===== config.mk =====
export PLATFORM = sky130hd
export DESIGN_NAME = run_length_byte_encoder
export DESIGN_NICKNAME = d
export VERILOG_FILES = /design/src/rle_pkg.sv /design/src/run_length_byte_encoder.sv /design/src/rle_lit_mem.sv /design/src/rle_packer.sv
export SDC_FILE = /design/constraint.sdc
export NUM_CORES = 2
export LEC_CHECK = 0
export BUFFER_PORTS_ARGS = -buffer_cell sky130_fd_sc_hd__buf_4
export CAP_MARGIN = 10
export CELL_PAD_IN_SITES_DETAIL_PLACEMENT = 0
export CELL_PAD_IN_SITES_GLOBAL_PLACEMENT = 2
export CORE_ASPECT_RATIO = 0.75
export CORE_UTILIZATION = 49
export CTS_CLUSTER_SIZE = 24
export DETAILED_ROUTE_END_ITERATION = 12
export GPL_TIMING_DRIVEN = 0
export PLACE_DENSITY = 0.85
export SLEW_MARGIN = 20
export SYNTH_ARGS = -nofsm -noshare
export SYNTH_HDL_FRONTEND = slang
export SYNTH_HIERARCHICAL = 1
export SYNTH_SLANG_ARGS = --single-unit

===== constraint.sdc =====
create_clock -name clk -period 7.8 [get_ports clk]
set_input_delay 0 -clock clk [delete_from_list [all_inputs] [get_ports clk]]
set_output_delay 0 -clock clk [all_outputs]
set_load 0.05 [all_outputs]

===== src/rle_pkg.sv =====
// shared types and constants of the run-length byte encoder
package rle_pkg;

  localparam logic [1:0] CMD_PUSH       = 2'd0;
  localparam logic [1:0] CMD_PUSH_CLOSE = 2'd1;

  localparam logic [7:0] END_MARKER   = 8'h80;
  localparam logic [8:0] REP_HDR_BASE = 9'd257;

  typedef struct packed {
    logic [1:0] cmd;
    logic [7:0] data_byte;
  } in_t;

  typedef struct packed {
    logic [63:0] out_bytes;
    logic [3:0]  byte_count;
    logic        last_of_burst;
    logic        stream_end;
  } out_t;

  // one encoded byte on its way from the sequencer to the packer
  typedef struct packed {
    logic [7:0] data;
    logic       last;
    logic       end_mark;
  } rle_byte_t;

endpackage


===== src/run_length_byte_encoder.sv =====
// top level of the streaming run-length (packbits style) byte encoder
//
// input channel: one word per raw byte, cmd selects push, push and close, or close only
// output channel: encoded bytes packed up to eight per word, first byte in bits 7:0,
//   with a count, a flag on the final word of each input's burst and a flag on
//   the word that carries the end marker
// an input word that produces no encoded bytes leaves the block idle; ready is high
//   again in the next cycle
// an input word that produces n encoded bytes (a flushed run, a flushed literal,
//   or the close burst) holds off the next input word until all n have left:
//   the sequencer emits one byte per cycle while the packer accepts and reads
//   the literal store one entry per byte; a close burst is at most MAX_RUN + 4 bytes
// the first output word of a burst appears after the input word, once eight
//   bytes or the burst's final byte have reached the packer
// a stalled receiver holds the packer's output register, which in turn stalls
//   the byte sequencer; nothing is dropped and input waits meanwhile
// reset (synchronous, active low) returns to an empty stream; the literal store
//   needs no clearing since only entries written in the open literal are read
module run_length_byte_encoder #(
  parameter int MAX_RUN = 128
) (
  input  logic          clk,
  input  logic          rst_n,
  input  logic          in_valid,
  output logic          in_ready,
  input  rle_pkg::in_t  in_data,
  output logic          out_valid,
  input  logic          out_ready,
  output rle_pkg::out_t out_data
);

  localparam int CW = $clog2(MAX_RUN + 1);
  localparam int AW = $clog2(MAX_RUN);
  localparam logic [CW-1:0] MAX_C = CW'(MAX_RUN);

  typedef enum logic [3:0] {
    S_IDLE,
    S_REPA_H,
    S_REPA_V,
    S_LIT_H,
    S_LIT_M,
    S_LIT_T,
    S_LIT2_H,
    S_LIT2_T,
    S_REPB_H,
    S_REPB_V,
    S_END
  } state_t;

  // segments one input word releases, always sent in this order
  typedef struct packed {
    logic          repa_v;
    logic [CW-1:0] repa_cnt;
    logic [7:0]    repa_val;
    logic          lit_v;     // literal from the store, optionally ended by the tail byte
    logic [CW-1:0] lit_m;
    logic          lit_t;
    logic          lit2_v;    // single-byte literal holding only the tail byte
    logic          repb_v;
    logic [CW-1:0] repb_cnt;
    logic [7:0]    repb_val;
    logic          end_v;
    logic [7:0]    tail;
  } plan_t;

  function automatic state_t seg_from(input logic a, input logic l, input logic l2,
                                      input logic b, input logic e);
    state_t s;
    if (a) begin
      s = S_REPA_H;
    end else if (l) begin
      s = S_LIT_H;
    end else if (l2) begin
      s = S_LIT2_H;
    end else if (b) begin
      s = S_REPB_H;
    end else if (e) begin
      s = S_END;
    end else begin
      s = S_IDLE;
    end
    return s;
  endfunction

  // encoder state
  state_t        st_r, st_nxt;
  logic [AW-1:0] k_r, k_nxt;
  plan_t         plan_r, plan_nxt, plan_new;
  logic          run_act_r, run_act_nxt;
  logic [7:0]    run_val_r, run_val_nxt;
  logic [CW-1:0] run_cnt_r, run_cnt_nxt;
  logic          look_v_r, look_v_nxt;
  logic [7:0]    look_b_r, look_b_nxt;
  logic [CW-1:0] lit_cnt_r, lit_cnt_nxt;

  logic          in_fire;
  logic          is_push;
  logic          is_close;
  logic [7:0]    b;

  // literal store ports
  logic          wr_en;
  logic [AW-1:0] wr_addr;
  logic [7:0]    wr_data;
  logic          rd_en;
  logic [AW-1:0] rd_addr;
  logic [7:0]    rd_data;

  // sequencer to packer
  rle_pkg::rle_byte_t seq_byte;
  logic               seq_valid;
  logic               seq_ready;
  logic               emit;
  state_t             follow;
  logic [AW-1:0]      k_follow;
  state_t             after_repa, after_lit, after_lit2, after_repb;

  // input side: decide what the word does to the run, lookahead and literal
  always_comb begin
    in_ready = (st_r == S_IDLE);
    in_fire  = in_valid && in_ready;
    b        = in_data.data_byte;
    is_push  = (in_data.cmd == rle_pkg::CMD_PUSH) || (in_data.cmd == rle_pkg::CMD_PUSH_CLOSE);
    is_close = (in_data.cmd != rle_pkg::CMD_PUSH);

    run_act_nxt = run_act_r;
    run_val_nxt = run_val_r;
    run_cnt_nxt = run_cnt_r;
    look_v_nxt  = look_v_r;
    look_b_nxt  = look_b_r;
    lit_cnt_nxt = lit_cnt_r;
    plan_new    = '0;
    plan_nxt    = plan_r;
    wr_en       = 1'b0;
    wr_addr     = lit_cnt_r[AW-1:0];
    wr_data     = look_b_r;

    if (in_fire) begin
      if (is_push) begin
        if (run_act_r) begin
          if (b == run_val_r) begin
            if (run_cnt_r + 1'b1 == MAX_C) begin
              // run is full, send it now
              plan_new.repa_v   = 1'b1;
              plan_new.repa_cnt = MAX_C;
              plan_new.repa_val = run_val_r;
              run_act_nxt       = 1'b0;
              run_cnt_nxt       = '0;
            end else begin
              run_cnt_nxt = run_cnt_r + 1'b1;
            end
          end else begin
            // run broken, new byte becomes the lookahead
            plan_new.repa_v   = 1'b1;
            plan_new.repa_cnt = run_cnt_r;
            plan_new.repa_val = run_val_r;
            run_act_nxt       = 1'b0;
            run_cnt_nxt       = '0;
            look_v_nxt        = 1'b1;
            look_b_nxt        = b;
          end
        end else if (look_v_r) begin
          if (b == look_b_r) begin
            // pair found: flush open literal, open a run of two
            if (lit_cnt_r != '0) begin
              plan_new.lit_v = 1'b1;
              plan_new.lit_m = lit_cnt_r;
            end
            lit_cnt_nxt = '0;
            look_v_nxt  = 1'b0;
            run_act_nxt = 1'b1;
            run_val_nxt = b;
            run_cnt_nxt = CW'(2);
            if (MAX_RUN == 2) begin
              plan_new.repb_v   = 1'b1;
              plan_new.repb_cnt = CW'(2);
              plan_new.repb_val = b;
              run_act_nxt       = 1'b0;
              run_cnt_nxt       = '0;
            end
          end else begin
            // lookahead joins the literal
            wr_en = 1'b1;
            if (lit_cnt_r + 1'b1 == MAX_C) begin
              plan_new.lit_v = 1'b1;
              plan_new.lit_m = MAX_C;
              lit_cnt_nxt    = '0;
            end else begin
              lit_cnt_nxt = lit_cnt_r + 1'b1;
            end
            look_b_nxt = b;
          end
        end else begin
          look_v_nxt = 1'b1;
          look_b_nxt = b;
        end
      end

      if (is_close) begin
        if (run_act_nxt) begin
          plan_new.repb_v   = 1'b1;
          plan_new.repb_cnt = run_cnt_nxt;
          plan_new.repb_val = run_val_nxt;
        end
        // the lookahead byte closes the literal straight from a register
        if (look_v_nxt) begin
          plan_new.tail = look_b_nxt;
          if (plan_new.lit_v) begin
            plan_new.lit2_v = 1'b1;
          end else begin
            plan_new.lit_v = 1'b1;
            plan_new.lit_m = lit_cnt_nxt;
            plan_new.lit_t = 1'b1;
          end
        end else if (lit_cnt_nxt != '0) begin
          plan_new.lit_v = 1'b1;
          plan_new.lit_m = lit_cnt_nxt;
        end
        plan_new.end_v = 1'b1;
        run_act_nxt    = 1'b0;
        run_val_nxt    = '0;
        run_cnt_nxt    = '0;
        look_v_nxt     = 1'b0;
        look_b_nxt     = '0;
        lit_cnt_nxt    = '0;
      end
      plan_nxt = plan_new;
    end
  end

  // output side: walk the planned segments one byte per cycle while the packer accepts
  always_comb begin
    after_repb = seg_from(1'b0, 1'b0, 1'b0, 1'b0, plan_r.end_v);
    after_lit2 = seg_from(1'b0, 1'b0, 1'b0, plan_r.repb_v, plan_r.end_v);
    after_lit  = seg_from(1'b0, 1'b0, plan_r.lit2_v, plan_r.repb_v, plan_r.end_v);
    after_repa = seg_from(1'b0, plan_r.lit_v, plan_r.lit2_v, plan_r.repb_v, plan_r.end_v);

    follow        = st_r;
    k_follow      = k_r;
    seq_byte.data = rle_pkg::END_MARKER;
    case (st_r)
      S_REPA_H: begin
        seq_byte.data = 8'(rle_pkg::REP_HDR_BASE - 9'(plan_r.repa_cnt));
        follow        = S_REPA_V;
      end
      S_REPA_V: begin
        seq_byte.data = plan_r.repa_val;
        follow        = after_repa;
      end
      S_LIT_H: begin
        seq_byte.data = 8'(9'(plan_r.lit_m) + 9'(plan_r.lit_t) - 9'd1);
        follow        = (plan_r.lit_m != '0) ? S_LIT_M : S_LIT_T;
        k_follow      = '0;
      end
      S_LIT_M: begin
        seq_byte.data = rd_data;
        if (CW'(k_r) + 1'b1 == plan_r.lit_m) begin
          follow = plan_r.lit_t ? S_LIT_T : after_lit;
        end else begin
          k_follow = k_r + AW'(1);
        end
      end
      S_LIT_T: begin
        seq_byte.data = plan_r.tail;
        follow        = after_lit;
      end
      S_LIT2_H: begin
        seq_byte.data = 8'd0;
        follow        = S_LIT2_T;
      end
      S_LIT2_T: begin
        seq_byte.data = plan_r.tail;
        follow        = after_lit2;
      end
      S_REPB_H: begin
        seq_byte.data = 8'(rle_pkg::REP_HDR_BASE - 9'(plan_r.repb_cnt));
        follow        = S_REPB_V;
      end
      S_REPB_V: begin
        seq_byte.data = plan_r.repb_val;
        follow        = after_repb;
      end
      S_END: begin
        seq_byte.data = rle_pkg::END_MARKER;
        follow        = S_IDLE;
      end
      default: begin
        follow = S_IDLE;
      end
    endcase

    seq_valid         = (st_r != S_IDLE);
    seq_byte.last     = (follow == S_IDLE);
    seq_byte.end_mark = (st_r == S_END);
    emit              = seq_valid && seq_ready;

    if (in_fire) begin
      st_nxt = seg_from(plan_new.repa_v, plan_new.lit_v, plan_new.lit2_v,
                        plan_new.repb_v, plan_new.end_v);
    end else if (emit) begin
      st_nxt = follow;
    end else begin
      st_nxt = st_r;
    end
    k_nxt = emit ? k_follow : k_r;

    // prefetch: entry 0 during the header, the next entry as each one leaves
    rd_en   = (st_r == S_LIT_H) || ((st_r == S_LIT_M) && emit);
    rd_addr = (st_r == S_LIT_H) ? '0 : k_r + AW'(1);
  end

  always_ff @(posedge clk) begin
    if (!rst_n) begin
      st_r      <= S_IDLE;
      k_r       <= '0;
      plan_r    <= '0;
      run_act_r <= 1'b0;
      run_val_r <= '0;
      run_cnt_r <= '0;
      look_v_r  <= 1'b0;
      look_b_r  <= '0;
      lit_cnt_r <= '0;
    end else begin
      st_r      <= st_nxt;
      k_r       <= k_nxt;
      plan_r    <= plan_nxt;
      run_act_r <= run_act_nxt;
      run_val_r <= run_val_nxt;
      run_cnt_r <= run_cnt_nxt;
      look_v_r  <= look_v_nxt;
      look_b_r  <= look_b_nxt;
      lit_cnt_r <= lit_cnt_nxt;
    end
  end

  rle_lit_mem #(
    .DEPTH (MAX_RUN),
    .AW    (AW)
  ) u_lit_mem (
    .clk     (clk),
    .wr_en   (wr_en),
    .wr_addr (wr_addr),
    .wr_data (wr_data),
    .rd_en   (rd_en),
    .rd_addr (rd_addr),
    .rd_data (rd_data)
  );

  rle_packer u_packer (
    .clk        (clk),
    .rst_n      (rst_n),
    .byte_valid (seq_valid),
    .byte_in    (seq_byte),
    .byte_ready (seq_ready),
    .out_valid  (out_valid),
    .out_ready  (out_ready),
    .out_data   (out_data)
  );

endmodule


===== src/rle_lit_mem.sv =====
// literal byte store, one write port and one registered read port
module rle_lit_mem #(
  parameter int DEPTH = 128,
  parameter int AW    = 7
) (
  input  logic          clk,
  input  logic          wr_en,
  input  logic [AW-1:0] wr_addr,
  input  logic [7:0]    wr_data,
  input  logic          rd_en,
  input  logic [AW-1:0] rd_addr,
  output logic [7:0]    rd_data
);

  logic [7:0] mem [DEPTH];

  always_ff @(posedge clk) begin
    if (wr_en) begin
      mem[wr_addr] <= wr_data;
    end
    if (rd_en) begin
      rd_data <= mem[rd_addr];
    end
  end

endmodule


===== src/rle_packer.sv =====
// packs the encoded byte stream into words of up to eight bytes
module rle_packer (
  input  logic              clk,
  input  logic              rst_n,
  input  logic              byte_valid,
  input  rle_pkg::rle_byte_t byte_in,
  output logic              byte_ready,
  output logic              out_valid,
  input  logic              out_ready,
  output rle_pkg::out_t     out_data
);

  logic [2:0]    cnt_r, cnt_nxt;
  logic [63:0]   acc_r, acc_nxt;
  logic [63:0]   word;
  logic          completes;
  logic          fire;
  logic          out_valid_r, out_valid_nxt;
  rle_pkg::out_t out_r, out_nxt;

  always_comb begin
    word = acc_r;
    word[{cnt_r, 3'b000} +: 8] = byte_in.data;
    completes  = byte_in.last || (cnt_r == 3'd7);
    // a byte that closes a word needs the output register free
    byte_ready = !completes || !out_valid_r || out_ready;
    fire       = byte_valid && byte_ready;

    cnt_nxt       = cnt_r;
    acc_nxt       = acc_r;
    out_nxt       = out_r;
    out_valid_nxt = out_valid_r;
    if (out_valid_r && out_ready) begin
      out_valid_nxt = 1'b0;
    end
    if (fire) begin
      if (completes) begin
        out_nxt.out_bytes     = word;
        out_nxt.byte_count    = {1'b0, cnt_r} + 4'd1;
        out_nxt.last_of_burst = byte_in.last;
        out_nxt.stream_end    = byte_in.end_mark;
        out_valid_nxt         = 1'b1;
        acc_nxt               = '0;
        cnt_nxt               = '0;
      end else begin
        acc_nxt = word;
        cnt_nxt = cnt_r + 3'd1;
      end
    end
  end

  always_ff @(posedge clk) begin
    if (!rst_n) begin
      cnt_r       <= '0;
      acc_r       <= '0;
      out_valid_r <= 1'b0;
    end else begin
      cnt_r       <= cnt_nxt;
      acc_r       <= acc_nxt;
      out_valid_r <= out_valid_nxt;
    end
    out_r <= out_nxt;
  end

  assign out_valid = out_valid_r;
  assign out_data  = out_r;

endmodule


## Word-level counts from Yosys, hierarchy flattened

Memories as Yosys holds them, arrays and structs flattened. A register that Yosys moved wholly into a read port is not among the register bits.
Cells that the tools add are included.

- Add/subtract/negate cells: 11
- Equality and inequality tests: 18
- Shift operators: 2
- Muxes and demuxes: 90
- Reductions and logical operators: 24

Operator list:

| kind | number |
|---|---|
| 8-bit two-way mux | 26 |
| 9-bit two-way mux | 8 |
| 17-bit two-way mux | 4 |
| 64-bit bitwise mux | 1 |
| 64-bit two-way mux | 1 |
| 8-bit one-hot mux with 8 select lines | 1 |
| 8-bit by 8-bit variable shift with 64-bit output, first input constant | 1 |
| 8-bit by 8-bit indexed part select with 64-bit output | 1 |
| 54-bit two-way mux | 1 |
| 26-bit two-way mux | 2 |
| 4-bit two-way mux | 13 |
| 37-bit two-way mux | 1 |
| 4-bit one-hot mux with 9 select lines | 1 |
| 1-bit two-way mux | 26 |
| 8-bit equality test | 3 |
| 8-bit nonzero test | 3 |
| 8-bit by 1-bit adder with 8-bit output, second input constant | 2 |
| 4-bit by 3-bit equality test with 1-bit output, second input constant | 4 |
| 8-bit equality test, second input constant | 2 |
| 1-bit by 8-bit subtractor with 8-bit output, first input constant | 2 |
| 7-bit two-way mux | 2 |
| 7-bit one-hot mux with 2 select lines | 1 |
| 4-bit equality test, second input constant | 3 |
| 7-bit by 1-bit adder with 8-bit output, second input constant | 1 |
| 23 further kinds | 35 |

- Flip-flop bits (word level): 236
- RAM bits: 1,024
- Bits of input ports: 14
- Output and inout bits: 72
- Word-level logic and storage cells: 172
- Memories: 1

Memories:

| name | words | bits a word | rd ports | clocked after memory_dff | wr ports | RTL line | source |
|---|---|---|---|---|---|---|---|
| u_lit_mem.mem | 128 | 8 | 1 | 1 | 1 | rle_lit_mem.sv:15 | `logic [7:0] mem [DEPTH];` |

## Depth between registers and ports, before layout

- Depth in word-level cells: 19
- Depth in mapped cells: 15
- Gate-level depth less buffers: 15

## Hierarchy

Netlist, hierarchy kept.

By module, submodules not included:

| module | times used | cells each | area each (um2) | seq. area each (um2) |
|---|---|---|---|---|
| rle_lit_mem | 1 | 1,635 | 39,745.6 | 30,989.7 |
| run_length_byte_encoder | 1 | 798 | 6,311.1 | 1,961.9 |
| rle_packer | 1 | 417 | 5,429.0 | 3,463.3 |

## Worst setup path after synthesis

OpenSTA, ideal clock, no wires.

- Kind: reg-to-reg
- Start: reg k_r[1]
- End: reg u_packer.out_r, in the netlist u_packer/out_data[0], enable pin
- Setup time: 498 ps
- Arrival time: 5,502 ps
- Data required time: 7,302 ps
- Slack: 1,800 ps
- Stages on the path, launching flop included: 11
- Path buffers: 0
- Clock period less this slack: 6,000 ps
- Path through: dfxtp_1 > ha_1 > nand3_1 > xor2_1 > a2111oi_2 > nand4_1 > nor3_1 > o22ai_1 > nor4b_1 > nor2_1 > nor2_1

RTL lines:

| what | RTL line | source |
|---|---|---|
| start: declaration | run_length_byte_encoder.sv:87 | `logic [AW-1:0] k_r, k_nxt;` |
| start signal: assignment | run_length_byte_encoder.sv:325 | `k_r <= k_nxt;` |
| end signal: assignment | rle_packer.sv:62 | `out_r <= out_nxt;` |
| end: declaration | rle_packer.sv:19 | `rle_pkg::out_t out_r, out_nxt;` |

## Worst setup path after layout

- Start: reg st_r[1]
- End: mem u_lit_mem.mem[62][1], enable pin

- Longest elaborated chain between the ends: 5

Ends and longest elaborated chain:

| what | RTL line | source |
|---|---|---|
| start: declaration | run_length_byte_encoder.sv:86 | `state_t st_r, st_nxt;` |
| start signal: assignment | run_length_byte_encoder.sv:324 | `st_r <= st_nxt;` |
| 4-bit zero test | run_length_byte_encoder.sv:120 | `in_ready = (st_r == S_IDLE);` |
| 1-bit logical AND | run_length_byte_encoder.sv:121 | `in_fire = in_valid && in_ready;` |
| 1-bit two-way mux | run_length_byte_encoder.sv:138 | `if (in_fire) begin` |
| named net wr_en | run_length_byte_encoder.sv:102 | `logic wr_en;` |
| 1-bit two-way mux | rle_lit_mem.sv:18 | `if (wr_en) begin` |
| 1-bit two-way mux (not written as such) | rle_lit_mem.sv:19 | `mem[wr_addr] <= wr_data;` |
| end: declaration | rle_lit_mem.sv:15 |  |

The timed path passes the listed nets, and every way through them passes these cells.

==> impl_metrics.py <==
metrics = {
    "sta": {
        "rsz0062_at_grt": "false",
        "max_freq_mhz": 163,
        "report.final.hold_viol_count": 0,
        "whs_ns": 0.154,
        "slew-limit-headroom_pct": 21.1,
        "slew_viol_final": 0,
        "period_share_pct": 78.5,
        "worst_pin_slew_ns": 1.18,
        "finalSetupViolCount": 0,
        "finalCriticalPeriod_ns": 6.12,
        "fin_skew_ns": 0.0298,
    },
    "logic_synthesis": {
        "yosys-top-cells-area": "edfxtp_1 64%, mux4_2 15%, dfxtp_1 6.5%",
        "ys_seq_area_share_pct": 70.7,
        "synth_edf_count": 1102,
        "synth_top_area_cell": "edfxtp_1",
        "synth_cell_type_count": 84,
        "async_flop_share_pct": 0,
        "synth_cells": 2850,
        "synth_top_area_share_pct": 64.3,
        "syn_avg_cell_area_um2": 18.1,
        "synth-seq-cells": 1268,
        "synth_nets": 2880,
        "syn_area_um2": 51500,
        "ys_warn_count": 6,
        "synth-main-ff-cell": "edfxtp_1",
    },
    "cts": {
        "cts_tree": "yes",
        "htree_levels": 3,
        "clock_latency_ns": 0.73,
        "cts_sinks": 1268,
        "clk_path_buf_depth": 3,
        "numCtsBuffers": 117,
        "post_cts_resized": 0,
        "ctsHoldBuffers": 15,
        "cts_setup_buffers": 0,
        "clk_pin_slew_ns": 0.06,
        "root_buffer": "clkbuf_16",
    },
    "floorplanning": {
        "initial_utilization_pct": 49.7,
        "ioPinCount": 86,
        "die_x_um": 376,
        "core_area_um2": 104000,
        "die_y_um": 283,
        "die_area_um2": 106000,
        "num_rows": 102,
    },
    "hold_path": {
        "hp-class": "in2reg",
        "holdPathStages": 4,
    },
    "route": {
        "drtIter0Drc": 3443,
        "num_vias": 28800,
        "drc_errors": 0,
        "post_drt_wl_per_cell_um": 29.2,
        "via_per_inst": 6.27,
        "routed_wl_um": 134000,
        "drt_first_pass_iters": 5,
        "ant_nets": 0,
    },
    "worst_setup_path": {
        "path_buf_inv": 6,
        "slowest_stage": "nor2_1",
        "regToRegSetupSlack_ns": 1.68,
        "worstSetupEndpointType": "flip-flop",
        "required_ns": 8.14,
        "cp.arrival_ns": 6.46,
        "r2r-end": "u_lit_mem/mem[62][1]",
        "cp_common_cell": "nor2_1",
        "critPathCapture": "u_lit_mem/mem[62][1]",
        "path_class": "reg2reg",
        "critical_path.top_delay_family": "simple AND/OR/NAND/NOR gates",
        "cp.depth": 13,
        "ff2ff_path_depth": 13,
        "critPathLaunch": "st_r[1]",
        "path_cells": "nor2_1 > nand2_1 > inv_1 > nand2_1 > clkbuf_1 > buf_2 > buf_2 > nor2_1 > clkbuf_1 > nor2b_1 > nand3_1 > clkbuf_2 > nor2_1",
        "path_max_fanout": 10,
        "max_stage_delay_ns": 0.82,
        "crit_path_start_kind": "flip-flop",
        "reg2reg_from": "st_r[1]",
    },
    "power_and_ir_drop": {
        "p_int_mw": 12.4,
        "pwr-share-seq_pct": 45.0,
        "switchingPower_mw": 5.03,
        "total_power_mw": 17.4,
        "switching_share_pct": 28.9,
        "irDropWorstVdd_mv": 0.222,
        "power_density_nw_per_um2": 297,
        "power_frac_comb_pct": 20.6,
        "p_leak_nw": 20.5,
        "clkPwrFrac_pct": 34.4,
    },
    "grt": {
        "grt_overflow": 0,
        "antenna_found_initial": 5,
        "grt_max_degree": 73,
        "first_global_vias": 27900,
        "gr-usage-all-layers_pct": 25.3,
        "grt_pass1_wl_um": 193000,
    },
    "final_layout": {
        "diodes": 0,
        "final_util_pct": 56.5,
        "final_common_cell": "edfxtp_1",
        "drive_gt1_share_pct": 24.1,
        "fin_nets": 3113,
        "area_growth_pct": 13.7,
        "final_cell_mix": "1102 x edfxtp_1, 336 x mux4_2, 215 x nor2_1",
    },
    "placed_design": {
        "dp_hpwl_um": 93200,
        "port_buffers": 85,
        "gp_congestion": 0.931,
    },
    "flow_run": {
        "drv_cap": 0,
    },
    "outcome": {
        "outcome": "finished, final reports clean",
    },
}
[how the worst min path moves through the flow]
stage	to	from	slack [ns]
floorplan	look_b_r[0]	in_data[0]	0.15
global placement	look_b_r[5]	in_data[5]	0.31
detailed placement	look_b_r[5]	in_data[5]	0.32
CTS	look_b_r[5]	in_data[5]	0.10
global route	look_b_r[2]	in_data[2]	0.17
finish	look_b_r[5]	in_data[5]	0.15
[power by group through the flow]
stage	clock (mW)	combinational (mW)	sequential, mW
after floorplan	0	1.74	8.65
after global placement	0	3.38	8.06
after detailed placement	0	3.55	7.97
after CTS	6.09	3.57	7.83
after global routing	6.33	3.77	7.85
final	5.98	3.57	7.83
[state kept, by name (all words and copies together), names as in the netlist]
register	cells
run_cnt_r	8
u_packer/cnt_r	3
lit_cnt_r	8
run_val_r	8
k_r	7
plan_r	53
u_packer/out_valid	1
u_lit_mem/mem	1024
run_act_r	1
look_v_r	1
look_b_r	8
u_packer/acc_r	64
st_r	4
u_packer/out_data	70
u_lit_mem/rd_data	8
[cell type report]
cell class	instances	area, µm²
Timing Repair Buffer	114	1140
Fill cell	7834	45100
Inverter	26	97.6
Tap cell	1404	1760
Sequential cell	1268	36400
Clock inverter	81	992
Buffer	166	753
Clock buffer	140	3060
Multi-Input combinational cell	1390	14300
[worst reg2reg max path: stages (launching register included)]
cell and delay [ns]:
dfxtp_1 0.38, nor2_1 0.39, nand2_1 0.29, inv_1 0.26, nand2_1 0.23, clkbuf_1 0.33, buf_2 0.29, buf_2 0.23
nor2_1 0.47, clkbuf_1 0.36, nor2b_1 0.32, nand3_1 0.69, clkbuf_2 0.65, nor2_1 0.83
[routing by layer]
layer | share of wire, % | vias to the layer above | routed length, µm | global-route usage [%]
met1 | 43 | 15000 | 57000 | 38.5
met2 | 43 | 1558 | 57400 | 35.6
li1 | - | 12000 | - | -
met5 | 0 | - | 0 | 0
met3 | 13 | 155 | 17200 | 8.62
met4 | 1.8 | 0 | 2360 | 4.94
[stage by stage]
step           std cells  cell area [µm²]  setup slack, ns  setup TNS, ns
6_report            4589            58500             1.68              0
5_1_grt             4589            58500             1.76              0
4_1_cts             4589            58500             2.04              0
3_5_place_dp        4353            54300             2.09              0
3_3_place_gp        4339            53900           -0.504        -149.50
2_1_floorplan       2850            51500             1.80              0
[Yosys cell counts (all sizes together), types with 22 or more instances]
| cell | n |
|---|---|
| edfxtp | 1102 |
| mux4 | 336 |
| nor2 | 217 |
| dfxtp | 166 |
| nand2 | 128 |
| clkbuf | 92 |
| o21ai | 90 |
| buf | 74 |
| a22o | 68 |
| a22oi | 54 |
| nor2b | 49 |
| nand3 | 41 |
| mux2 | 40 |
| nor3 | 40 |
| and2 | 31 |
| a21oi | 26 |
| inv | 26 |
| xnor2 | 22 |
| xor2 | 22 |
[kinds of logic (layout without fill, tap and decap cells)]
group | after synthesis | count (layout) | share of synthesized area, %
buffers and inverters | 192 | 527 | 1.63
adders and majority gates | 16 | 16 | 0.389
DFF | 1268 | 1268 | 70.7
AOI/OAI and AO/OA | 348 | 348 | 5.02
and+or+nand+nor | 584 | 584 | 5.41
muxes | 395 | 395 | 15.9
xor gates and xnor gates | 47 | 47 | 0.880
(Power assumes the default switching activity.)
